==> config.mk <==
export PLATFORM = sky130hd
export DESIGN_NAME = phg_cfg
export DESIGN_NICKNAME = d
export VERILOG_FILES = /design/src/rtl/phg_pkg.sv /design/src/rtl/phg_cfg.sv
export SDC_FILE = /design/constraint.sdc
export NUM_CORES = 1
export LEC_CHECK = 0
export BUFFER_PORTS_ARGS = -buffer_cell sky130_fd_sc_hd__buf_4
export CAP_MARGIN = 10
export CORE_MARGIN = 10
export CORE_UTILIZATION = 46
export DETAILED_ROUTE_END_ITERATION = 10
export PLACE_DENSITY = 0.74
export SYNTH_ARGS = -nofsm -noshare
export SYNTH_HDL_FRONTEND = slang
export SYNTH_SLANG_ARGS = --single-unit
==> constraint.sdc <==
create_clock -name clk -period 0.9 [get_ports clk]
set_clock_uncertainty 0.15 [all_clocks]
set_input_delay 0.18 -clock clk [delete_from_list [all_inputs] [get_ports clk]]
set_output_delay 0.18 -clock clk [all_outputs]
set_load 0.03 [all_outputs]
==> src/rtl/phg_pkg.sv <==
package phg_pkg;

	localparam int KEY_W             = 64;
	localparam int HALF_W            = KEY_W / 2;
	localparam int TC_W              = 3;
	localparam int CFG_IDX_W         = 4;
	localparam int DEFAULT_MAX_TERMS = 7;

	// register indexes on the configuration port
	localparam logic [CFG_IDX_W-1:0] REG_TERM_COUNT = 4'd0;
	localparam logic [CFG_IDX_W-1:0] REG_COEF_BASE  = 4'd1;

	localparam logic [TC_W-1:0] TC_RESET = 3'd2;

	// reduction shifts for x^64 + x^4 + x^3 + x + 1
	localparam int RED_HI_A = 60;
	localparam int RED_HI_B = 61;
	localparam int RED_HI_C = 63;
	localparam int RED_LO_A = 1;
	localparam int RED_LO_B = 3;
	localparam int RED_LO_C = 4;

	// word handed from one cell to the next
	typedef struct packed {
		logic             valid;
		logic [KEY_W-1:0] key;
		logic [KEY_W-1:0] acc;
	} stage_t;

	// carry-less 32x32 product
	function automatic logic [KEY_W-1:0] clmul32(input logic [HALF_W-1:0] a,
			input logic [HALF_W-1:0] b);
		logic [KEY_W-1:0] r;
		r = '0;
		for (int i = 0; i < HALF_W; i++) begin
			if (b[i]) begin
				r = r ^ ({{HALF_W{1'b0}}, a} << i);
			end
		end
		return r;
	endfunction

	// full reduction of a 128-bit carry-less product
	function automatic logic [KEY_W-1:0] gf_reduce(input logic [KEY_W-1:0] hi,
			input logic [KEY_W-1:0] lo);
		logic [KEY_W-1:0] m;
		m = hi ^ (hi >> RED_HI_A) ^ (hi >> RED_HI_B) ^ (hi >> RED_HI_C);
		return m ^ (m << RED_LO_A) ^ (m << RED_LO_B) ^ (m << RED_LO_C) ^ lo;
	endfunction

endpackage

==> src/rtl/phg_cfg.sv <==
module phg_cfg
	import phg_pkg::*;
#(
	parameter int MAX_TERMS = DEFAULT_MAX_TERMS
) (
	input  logic                 clk,
	input  logic                 arst_n,
	input  logic                 cfg_valid,
	input  logic [CFG_IDX_W-1:0] cfg_index,
	input  logic [KEY_W-1:0]     cfg_data,
	output logic [TC_W-1:0]      term_eff,
	output logic [KEY_W-1:0]     coef [MAX_TERMS]
);

	localparam int              COEF_IW = (MAX_TERMS > 1) ? $clog2(MAX_TERMS) : 1;
	localparam logic [TC_W-1:0] MAX_N   = TC_W'(MAX_TERMS);
	localparam logic [CFG_IDX_W-1:0] COEF_END = CFG_IDX_W'(MAX_TERMS) + REG_COEF_BASE;

	logic [TC_W-1:0]      term_count_q;
	logic [KEY_W-1:0]     coef_q [MAX_TERMS];
	logic [CFG_IDX_W-1:0] coef_off;
	logic                 coef_hit;

	assign coef_off = cfg_index - REG_COEF_BASE;
	assign coef_hit = (cfg_index >= REG_COEF_BASE) && (cfg_index < COEF_END);

	// register writes; indexes past the stored coefficients are dropped
	always_ff @(posedge clk or negedge arst_n) begin
		if (!arst_n) begin
			term_count_q <= TC_RESET;
			for (int i = 0; i < MAX_TERMS; i++) begin
				coef_q[i] <= '0;
			end
		end else if (cfg_valid) begin
			if (cfg_index == REG_TERM_COUNT) begin
				term_count_q <= cfg_data[TC_W-1:0];
			end else if (coef_hit) begin
				coef_q[coef_off[COEF_IW-1:0]] <= cfg_data;
			end
		end
	end

	// zero terms means one, more than the chain holds saturates
	always_comb begin
		if (term_count_q == '0) begin
			term_eff = TC_W'(1);
		end else if (term_count_q > MAX_N) begin
			term_eff = MAX_N;
		end else begin
			term_eff = term_count_q;
		end
	end

	assign coef = coef_q;

endmodule

==> results_dict.tcl <==
set metrics [dict create \
    min_path_type "in -> async" \
    synthesis.nets 1038 \
    antenna_found_initial 2 \
    cts_tree "yes" \
    grt_pass1_vias 13240 \
    ir_drop_uv 2516 \
    path_class "reg -> out" \
    fmax_mhz 596.4 \
    setup_violations 902 \
    start_util_pct 46.33 \
    htree_levels 2 \
    clockRootBuffer "clkbuf_16" \
    hold_ws_ns -0.02128 \
    place_hpwl_mm 39.93 \
    cts.sinks 451 \
    p_per_area_mw_per_mm2 3147 \
    core_area_mm2 0.03643 \
    cts.path.max_buffers 3 \
    critPathLaunchType "flop" \
    cts_buffers 46 \
    rsz0062_at_grt "true" \
    wl_mm 73.77 \
    layout-area-overhead-vs-synth_pct 71.40 \
    drtAntennaViolNets 0 \
    syn-instance-count 966 \
    die_area_mm2 0.04476 \
    ys.flop_type "dfrtp_1" \
    ios 522 \
    drt_pass1_iterations 5 \
    vias_per_cell 5.523 \
    period_share_pct 186.3 \
    crit_path_cell_trace "o21bai_1, buf_4" \
    finalHoldViolations 1 \
    p_leak_nw 14.16 \
    die_h_um 211.6 \
    arrival_ns 1.35 \
    place_congestion 0.7876 \
    avgSynthCellArea_um2 17.47 \
    place_inst 1977 \
    portBuffers 521 \
    critPathSlowestCell "dfstp_2" \
    outcome "finished, violations left" \
    via_count 12890 \
    clk_latency_ns 0.58 \
    preCtsSetupSlack_ns -1.108 \
    overflow 0 \
    cap_violations 0 \
    final_nets 1900 \
    die_w_um 211.6 \
    synth_top_area_cell "dfrtp_1" \
    drcViolationCount 0 \
    synth_seq_cells 451 \
    finalWorstSetupSlack_ns -0.7766 \
    worst_pin_slew_ns 0.3445 \
    yosysTopAreaCellShare_pct 66.71 \
    synth.distinct_cells 22 \
    grt_max_degree 41 \
    grt_use_total_pct 26.92 \
    layout_min_cycle_time_ns 1.677 \
    crit_fanout 3 \
    max-slew-margin-rel_pct 77.04 \
    drv_slew 0 \
    synth_edf_count 0 \
    required_ns 0.57 \
    synthTopCellsByArea "dfrtp_1 (67%), mux2_2 (28%), mux2_1 (1.7%)" \
    stdcell_count 2333 \
    postCtsHoldBufs 66 \
    rows 70 \
    drive_gt1_share_pct 71.18 \
    async_reset_ff_share_pct 100.0 \
    yosysWarnings 0 \
    cpPeakStageDelay_ns 0.54 \
    end_kind "primary output" \
    syn_area_mm2 0.01688 \
    violations "negative hold slack, negative setup slack" \
    clk_pin_slew_ns 0.07 \
    yosysSeqAreaShare_pct 66.87 \
    nFillCells 1674 \
    wl_per_cell_um 31.62 \
    first_iter_violations 830 \
    grt_pass1_wl_mm 90.07 \
]
-- final cells by class --
cell class	count	area (um2)	area share, %
multi-input combinational	465	5829	20.15
inverter	2	25.02	0.08649
clock buffer	72	1390	4.805
antenna	2	5.005	0.01730
clock inverter	11	75.07	0.2595
sequential	451	11290	39.01
tap	468	585.6	2.024
timing repair buffer	862	9734	33.65
-- stage by stage --
| step | area (um2) | hold WS (ns) | power, mW | setup TNS [ns] | util [%] |
|---|---|---|---|---|---|
| global placement | 22070 | -0.1134 | 60.75 | -435.99 | 60.57 |
| floorplan | 17000 | -0.2656 | 46.78 | -307.08 | - |
| finish | 28930 | -0.02128 | 91.04 | -465.78 | 79.41 |
| global route | 28930 | -0.02042 | 93.54 | -487.56 | 79.41 |
| CTS | 26640 | -0.04482 | 86.15 | -442.66 | 73.11 |
| detailed placement | 22070 | -0.1142 | 61.44 | -447.66 | 60.57 |
-- registers in the layout (all words and copies together) (netlist names) --
signal / count
coef: 448
term_count_q: 3
-- kinds of logic after synthesis --
family	after synthesis	share of synthesized area [%]
compound gates	1	0.04449
xor+xnor	1	0.09639
fa+ha+maj	1	0.07411
buf+inv	50	2.261
flops	451	66.87
mux	451	30.09
simple gates	11	0.5708
-- layer usage --
metal	up-vias	GRT usage [%]	wire [um]
met5	-	0	0
met4	0	11.68	3752
met3	202	8.296	6712
met2	752	46.11	36920
met1	6757	30.49	26380
li1	5175	-	-
-- timing repair --
action                                 CTS  global route
cloned                                   6            41
setup buffers                           68            95
setup endpoints to repair              902           927
pin swaps                                2             6
resized for setup                      466           186
endpoints found under the hold margin  902             1
-- worst paths after layout --
kind / cells after the start / endpoint / slack [ns] / startpoint
max: 2 / term_eff[0] / -0.78 / term_count_q[1]$_DFFE_PN1P_
min: 3 / coef[97]$_DFFE_PN0P_ / -0.02 / arst_n
max reg2reg: 3 / coef[368]$_DFFE_PN0P_ / -0.35 / coef[368]$_DFFE_PN0P_
min reg2reg: 1 / coef[384]$_DFFE_PN0P_ / 0.36 / coef[384]$_DFFE_PN0P_
max in group asynchronous: 5 / coef[59]$_DFFE_PN0P_ / 0.03 / arst_n
min in group clk: 3 / term_count_q[0]$_DFFE_PN0P_ / 0.12 / cfg_index[2]
-- power by group --
group | total, mW | switching, mW | internal (mW)
logic | 40.3 | 20.8 | 19.5
registers | 31.8 | 5.48 | 26.3
clock network | 18.9 | 8.29 | 10.6
-- critical path, delay by kind of cell, from the launching register on --
kind / cells / cell delay, ns
AO/OA/AOI/OAI: 1 / 0.07
buffers and inverters: 1 / 0.18
flip-flops: 1 / 0.54
-- cell usage after synthesis (2+ instances only) --
cell type,count
inv_1,2
nand3_2,2
buf_6,19
dfrtp_1,450
clkbuf_1,2
buf_4,7
mux2_1,26
buf_2,20
mux2_2,425
-- placed cells by master (no fill, tap or decap), types with 3 or more instances in the layout --
master,n
buf_8,8
clkbuf_1,13
dlygate4sd3_1,65
mux2_2,298
clkinv_2,6
buf_6,470
clkbuf_16,78
dfrtp_1,450
buf_12,49
clkbuf_8,12
buf_16,6
buf_4,233
mux2_1,3
mux2_4,150
Note: power is estimated with default switching activity, not from simulation.
