### config.mk
export PLATFORM = sky130hd
export DESIGN_NAME = phg_cell
export DESIGN_NICKNAME = d
export VERILOG_FILES = /design/src/rtl/phg_pkg.sv /design/src/rtl/phg_cell.sv
export SDC_FILE = /design/constraint.sdc
export NUM_CORES = 2
export LEC_CHECK = 0
export BUFFER_PORTS_ARGS = -buffer_cell sky130_fd_sc_hd__buf_2
export CAP_MARGIN = 0
export CELL_PAD_IN_SITES_DETAIL_PLACEMENT = 1
export CELL_PAD_IN_SITES_GLOBAL_PLACEMENT = 2
export CORE_MARGIN = 2
export CORE_UTILIZATION = 35
export DETAILED_ROUTE_END_ITERATION = 10
export MAX_ROUTING_LAYER = met4
export PLACE_DENSITY = 0.79
export SLEW_MARGIN = 15
export SYNTH_ARGS = -nofsm -noshare
export SYNTH_HDL_FRONTEND = slang
export SYNTH_SLANG_ARGS = --single-unit
export TNS_END_PERCENT = 50
### constraint.sdc
create_clock -name clk -period 8.1 [get_ports clk]
set_clock_uncertainty 0.05 [all_clocks]
set_input_delay 1.62 -clock clk [delete_from_list [all_inputs] [get_ports clk]]
set_output_delay 1.62 -clock clk [all_outputs]
set_load 0.01 [all_outputs]
### src/rtl/phg_pkg.sv
package phg_pkg;

	localparam int KEY_W             = 64;
	localparam int HALF_W            = KEY_W / 2;
	localparam int TC_W              = 3;
	localparam int CFG_IDX_W         = 4;
	localparam int DEFAULT_MAX_TERMS = 7;

	// register indexes on the configuration port
	localparam logic [CFG_IDX_W-1:0] REG_TERM_COUNT = 4'd0;
	localparam logic [CFG_IDX_W-1:0] REG_COEF_BASE  = 4'd1;

	localparam logic [TC_W-1:0] TC_RESET = 3'd2;

	// reduction shifts for x^64 + x^4 + x^3 + x + 1
	localparam int RED_HI_A = 60;
	localparam int RED_HI_B = 61;
	localparam int RED_HI_C = 63;
	localparam int RED_LO_A = 1;
	localparam int RED_LO_B = 3;
	localparam int RED_LO_C = 4;

	// word handed from one cell to the next
	typedef struct packed {
		logic             valid;
		logic [KEY_W-1:0] key;
		logic [KEY_W-1:0] acc;
	} stage_t;

	// carry-less 32x32 product
	function automatic logic [KEY_W-1:0] clmul32(input logic [HALF_W-1:0] a,
			input logic [HALF_W-1:0] b);
		logic [KEY_W-1:0] r;
		r = '0;
		for (int i = 0; i < HALF_W; i++) begin
			if (b[i]) begin
				r = r ^ ({{HALF_W{1'b0}}, a} << i);
			end
		end
		return r;
	endfunction

	// full reduction of a 128-bit carry-less product
	function automatic logic [KEY_W-1:0] gf_reduce(input logic [KEY_W-1:0] hi,
			input logic [KEY_W-1:0] lo);
		logic [KEY_W-1:0] m;
		m = hi ^ (hi >> RED_HI_A) ^ (hi >> RED_HI_B) ^ (hi >> RED_HI_C);
		return m ^ (m << RED_LO_A) ^ (m << RED_LO_B) ^ (m << RED_LO_C) ^ lo;
	endfunction

endpackage

### src/rtl/phg_cell.sv
module phg_cell
	import phg_pkg::*;
(
	input  logic             clk,
	input  logic             arst_n,
	input  stage_t           in_stage,
	output logic             in_ready,
	input  logic             active,
	input  logic [KEY_W-1:0] coef,
	output stage_t           out_stage,
	input  logic             out_ready
);

	logic             v_s1;
	logic [KEY_W-1:0] key_s1;
	logic [KEY_W-1:0] acc_s1;
	logic [KEY_W-1:0] pp_ll_s1;
	logic [KEY_W-1:0] pp_mid_s1;
	logic [KEY_W-1:0] pp_hh_s1;
	logic             v_s2;
	logic [KEY_W-1:0] key_s2;
	logic [KEY_W-1:0] acc_s2;
	logic             ready_s1;
	logic             ready_s2;
	logic [KEY_W-1:0] prod_hi;
	logic [KEY_W-1:0] prod_lo;
	logic [KEY_W-1:0] step_res;

	// per-stage flow control, a stage moves when empty or draining
	assign ready_s2 = !v_s2 || out_ready;
	assign ready_s1 = !v_s1 || ready_s2;
	assign in_ready = ready_s1;

	// stage 1 valid
	always_ff @(posedge clk or negedge arst_n) begin
		if (!arst_n) begin
			v_s1 <= 1'b0;
		end else if (ready_s1) begin
			v_s1 <= in_stage.valid;
		end
	end

	// stage 1: four 32x32 carry-less partial products
	always_ff @(posedge clk) begin
		if (ready_s1 && in_stage.valid) begin
			key_s1    <= in_stage.key;
			acc_s1    <= in_stage.acc;
			pp_ll_s1  <= clmul32(in_stage.acc[HALF_W-1:0], in_stage.key[HALF_W-1:0]);
			pp_mid_s1 <= clmul32(in_stage.acc[HALF_W-1:0], in_stage.key[KEY_W-1:HALF_W])
				^ clmul32(in_stage.acc[KEY_W-1:HALF_W], in_stage.key[HALF_W-1:0]);
			pp_hh_s1  <= clmul32(in_stage.acc[KEY_W-1:HALF_W],
				in_stage.key[KEY_W-1:HALF_W]);
		end
	end

	// combine partials, reduce, add the coefficient; idle cells pass through
	always_comb begin
		prod_lo  = pp_ll_s1 ^ {pp_mid_s1[HALF_W-1:0], {HALF_W{1'b0}}};
		prod_hi  = pp_hh_s1 ^ {{HALF_W{1'b0}}, pp_mid_s1[KEY_W-1:HALF_W]};
		step_res = active ? (gf_reduce(prod_hi, prod_lo) ^ coef) : acc_s1;
	end

	// stage 2 valid
	always_ff @(posedge clk or negedge arst_n) begin
		if (!arst_n) begin
			v_s2 <= 1'b0;
		end else if (ready_s2) begin
			v_s2 <= v_s1;
		end
	end

	// stage 2 payload
	always_ff @(posedge clk) begin
		if (ready_s2 && v_s1) begin
			key_s2 <= key_s1;
			acc_s2 <= step_res;
		end
	end

	assign out_stage = '{valid: v_s2, key: key_s2, acc: acc_s2};

endmodule

==> results by group <==
Cells and area
  • Final net count: slightly below 10000
  • FILL cells: 25712
  • Share of cells above drive strength 1: 0.0684
  • Final cell count without fillers: ~12000
  • Area Growth Syn to Fin: 3.62%

Synthesis
  • Sequential area share after synthesis: 0.183
  • Area share of the largest cell type after synthesis: 0.393
  • Post-Synthesis Cells: 9796
  • Net count after synthesis: between 9000 and 10000
  • Flops & latches, synth: between 400 and 500
  • Top cells by area, synth: xnor2_1 (39%), nand2_1 (21%), edfxtp_1 (18%)
  • Synth Warn #: 0
  • Post-Syn Area: about 0.073 mm^2
  • Synth area leader: xnor2_1
  • Avg Inst Size Synth: approximately 7.5 um^2
  • Unique masters post-synth: 19

Worst setup path
  • CP Max Fanout: 39
  • Most frequent CP cell: xnor2_1
  • Crit. End Element: register
  • CP max stage cell: buf_4
  • CP Class: input pin to register
  • Crit-path cells: buf_4 > buf_4 > buf_4 > nand2_1 > xnor2_1 > xnor2_1 > xnor2_1 > xnor2_1 > xnor2_1 > xnor2_1
  • Critical Path Start Type: input pin
  • Required time worst endpoint: between 8 and 9 ns
  • Top delay family on crit path: buffers and inverters
  • CP max stage delay: about 0.65 ns
  • CP arrival: between 4 and 5 ns
  • WP buf/inv: 3

GRT
  • Vias in the first global route: about 70000
  • Initial antenna violation count: 25
  • Grt ovf: 0
  • Global-route wire length before repair: approximately 560000 um
  • GRT Util Overall: 0.384
  • Largest net degree at the start of global routing: roughly 140

Floorplan
  • Site Rows: roughly 170
  • Die Wd: 461 um
  • Core footprint: roughly 0.21 mm^2
  • Die ar.: approximately 0.21 mm^2
  • I/O Pins: 327
  • Initial core utilization: 0.353
  • Die Ht: 461 um

Job
  • Max cap viols: 0

Clock tree
  • CTS Buffer Depth: 3
  • # Post-CTS Setup Buffers: 0
  • Num Clock Sinks: ~450
  • CTS H-tree lvls: 3
  • CTS tree: done
  • Clock latency on the worst-skew pair: ~0.77 ns
  • Clock Pin Slew Worst Setup and Hold Paths: roughly 0.050 ns
  • CTS resizes: 0
  • CTS Root Buffer Type: clkbuf_16
  • Cts hold-fix bufs: 0
  • Total CTS buffers: 66

STA
  • TNS Setup: 0 ns
  • Final worst-path cycle share: 0.512
  • Slew Limit Fails: 0
  • Final setup violation count: 0
  • Fin. Hold Viols: 0
  • Slew @ Worst Pin: 1.37 ns
  • Slew HR: 0.0794
  • Max Fclk: roughly 0.24 GHz
  • Final worst path period need: 4.14 ns
  • RSZ-0062 raised after global routing: no

Routing
  • Vias per cell: around 5.7
  • # DRC: 0
  • Antenna Nets Post-Route: 0
  • Vias: between 70000 and 80000
  • Total wire length: just over 400000 um
  • First-pass detailed-route iteration total: 5
  • DR iter-0 viols: 9902
  • WL/cell: ~33 um

Pwr
  • Max VDD drop: between 0.2 and 0.25 mV
  • Leakage: around 27 nW
  • P per Cell Area: approximately 260 mW/mm^2

Place
  • Gpl congestion: ~0.94
  • Dpl cells: ~12000
  • Port bufs: about 330
  • Dpl hpwl: 236000 um

Worst hold path
  • HP Class: register to register

Status
  • Status: finished clean
==> worst paths after layout <==
check / startpoint / endpoint / slack (ns) / depth (start not counted)
max in group asynchronous: arst_n / v_s1 / 7.28 / 1
hold / removal: key_s1[60] / key_s2[60] / 0.37 / 0
min in group asynchronous: arst_n / v_s2 / 0.62 / 1
setup / recovery: in_stage[49] / pp_mid_s1[35] / 3.96 / 10
setup reg to reg: pp_hh_s1[11] / acc_s2[14] / 4.72 / 5
hold reg to reg: key_s1[60] / key_s2[60] / 0.37 / 0
==> stage by stage <==
step	util	total power [mW]	worst slack [ns]	hold slack [ns]	area [um^2]
6_report	0.366	19.9	3.96	0.367	75900
5_1_grt	0.366	20.4	4.01	0.374	75900
4_1_cts	0.365	19.5	4.13	0.369	75800
3_5_place_dp	0.355	16.4	3.38	0.356	73600
3_3_place_gp	0.355	16.2	3.39	0.351	73600
2_1_floorplan	-	12.4	1.88	0.350	73200
==> synthesized netlist by cell type, drive strengths merged <==
| cell type | number |
|---|---|
| a21oi | 28 |
| inv | 7 |
| dfrtp | 2 |
| nand2b | 3 |
| clkbuf | 9 |
| nand3b | 1 |
| nor2 | 28 |
| buf | 898 |
| and2 | 6 |
| xnor2 | 3286 |
| mux2 | 29 |
| edfxtp | 445 |
| nand2 | 4092 |
| mux2i | 7 |
| xor2 | 955 |
==> sequential cells by signal, summed over array words and instances, names as in the netlist <==
signal,cells
acc_s1,64
acc_s2,64
key_s1,64
key_s2,64
pp_hh_s1,63
pp_ll_s1,63
pp_mid_s1,63
v_s1,1
v_s2,1
==> kinds of logic (layout without fill, tap and decap cells) <==
group	Yosys count	after routing	share of synthesized area
and+or+nand+nor	4130	4130	0.212
other	0	21	0
AOI/OAI and AO/OA	28	28	0.00191
muxes	36	36	0.00542
xor gates and xnor gates	4241	4241	0.507
DFF	447	447	0.183
buffers and inverters	914	641	0.0901
==> layout by cell type, fill, tap and decap left out, types with 8 or more instances in the layout <==
master / n
nand2_1: 4091
xnor2_1: 3286
xor2_1: 955
edfxtp_1: 445
buf_4: 295
buf_2: 205
clkbuf_16: 67
mux2_2: 29
nor2_1: 28
a21oi_1: 28
diode_2: 21
clkinv_2: 11
buf_12: 10
clkbuf_1: 8
==> layout make-up <==
cell class                 instances  area (um^2)  share of cell area
clock inverter                    44          473             0.00623
sequential                       447        13400               0.177
clock buffer                      76         1720              0.0227
tap                             2788         3490              0.0460
inverter                           7         26.3            0.000346
antenna                           21         52.6            0.000693
multi-input combinational       8435        53200               0.701
timing repair buffer             514         3490              0.0459
==> report_power, final <==
part / internal [mW] / switching (mW)
combinational: 4.98 / 7.14
sequential: 3.67 / 1.00
clock: 1.72 / 1.41
==> per-layer routing <==
layer	GRT usage	vias up	wire length (um)
met5	-	-	0
met4	0.263	0	33800
met3	0.0929	1600	51300
met2	0.561	5209	170000
met1	0.463	35528	153000
li1	-	28473	-
Note: power is estimated with default switching activity, not from simulation.
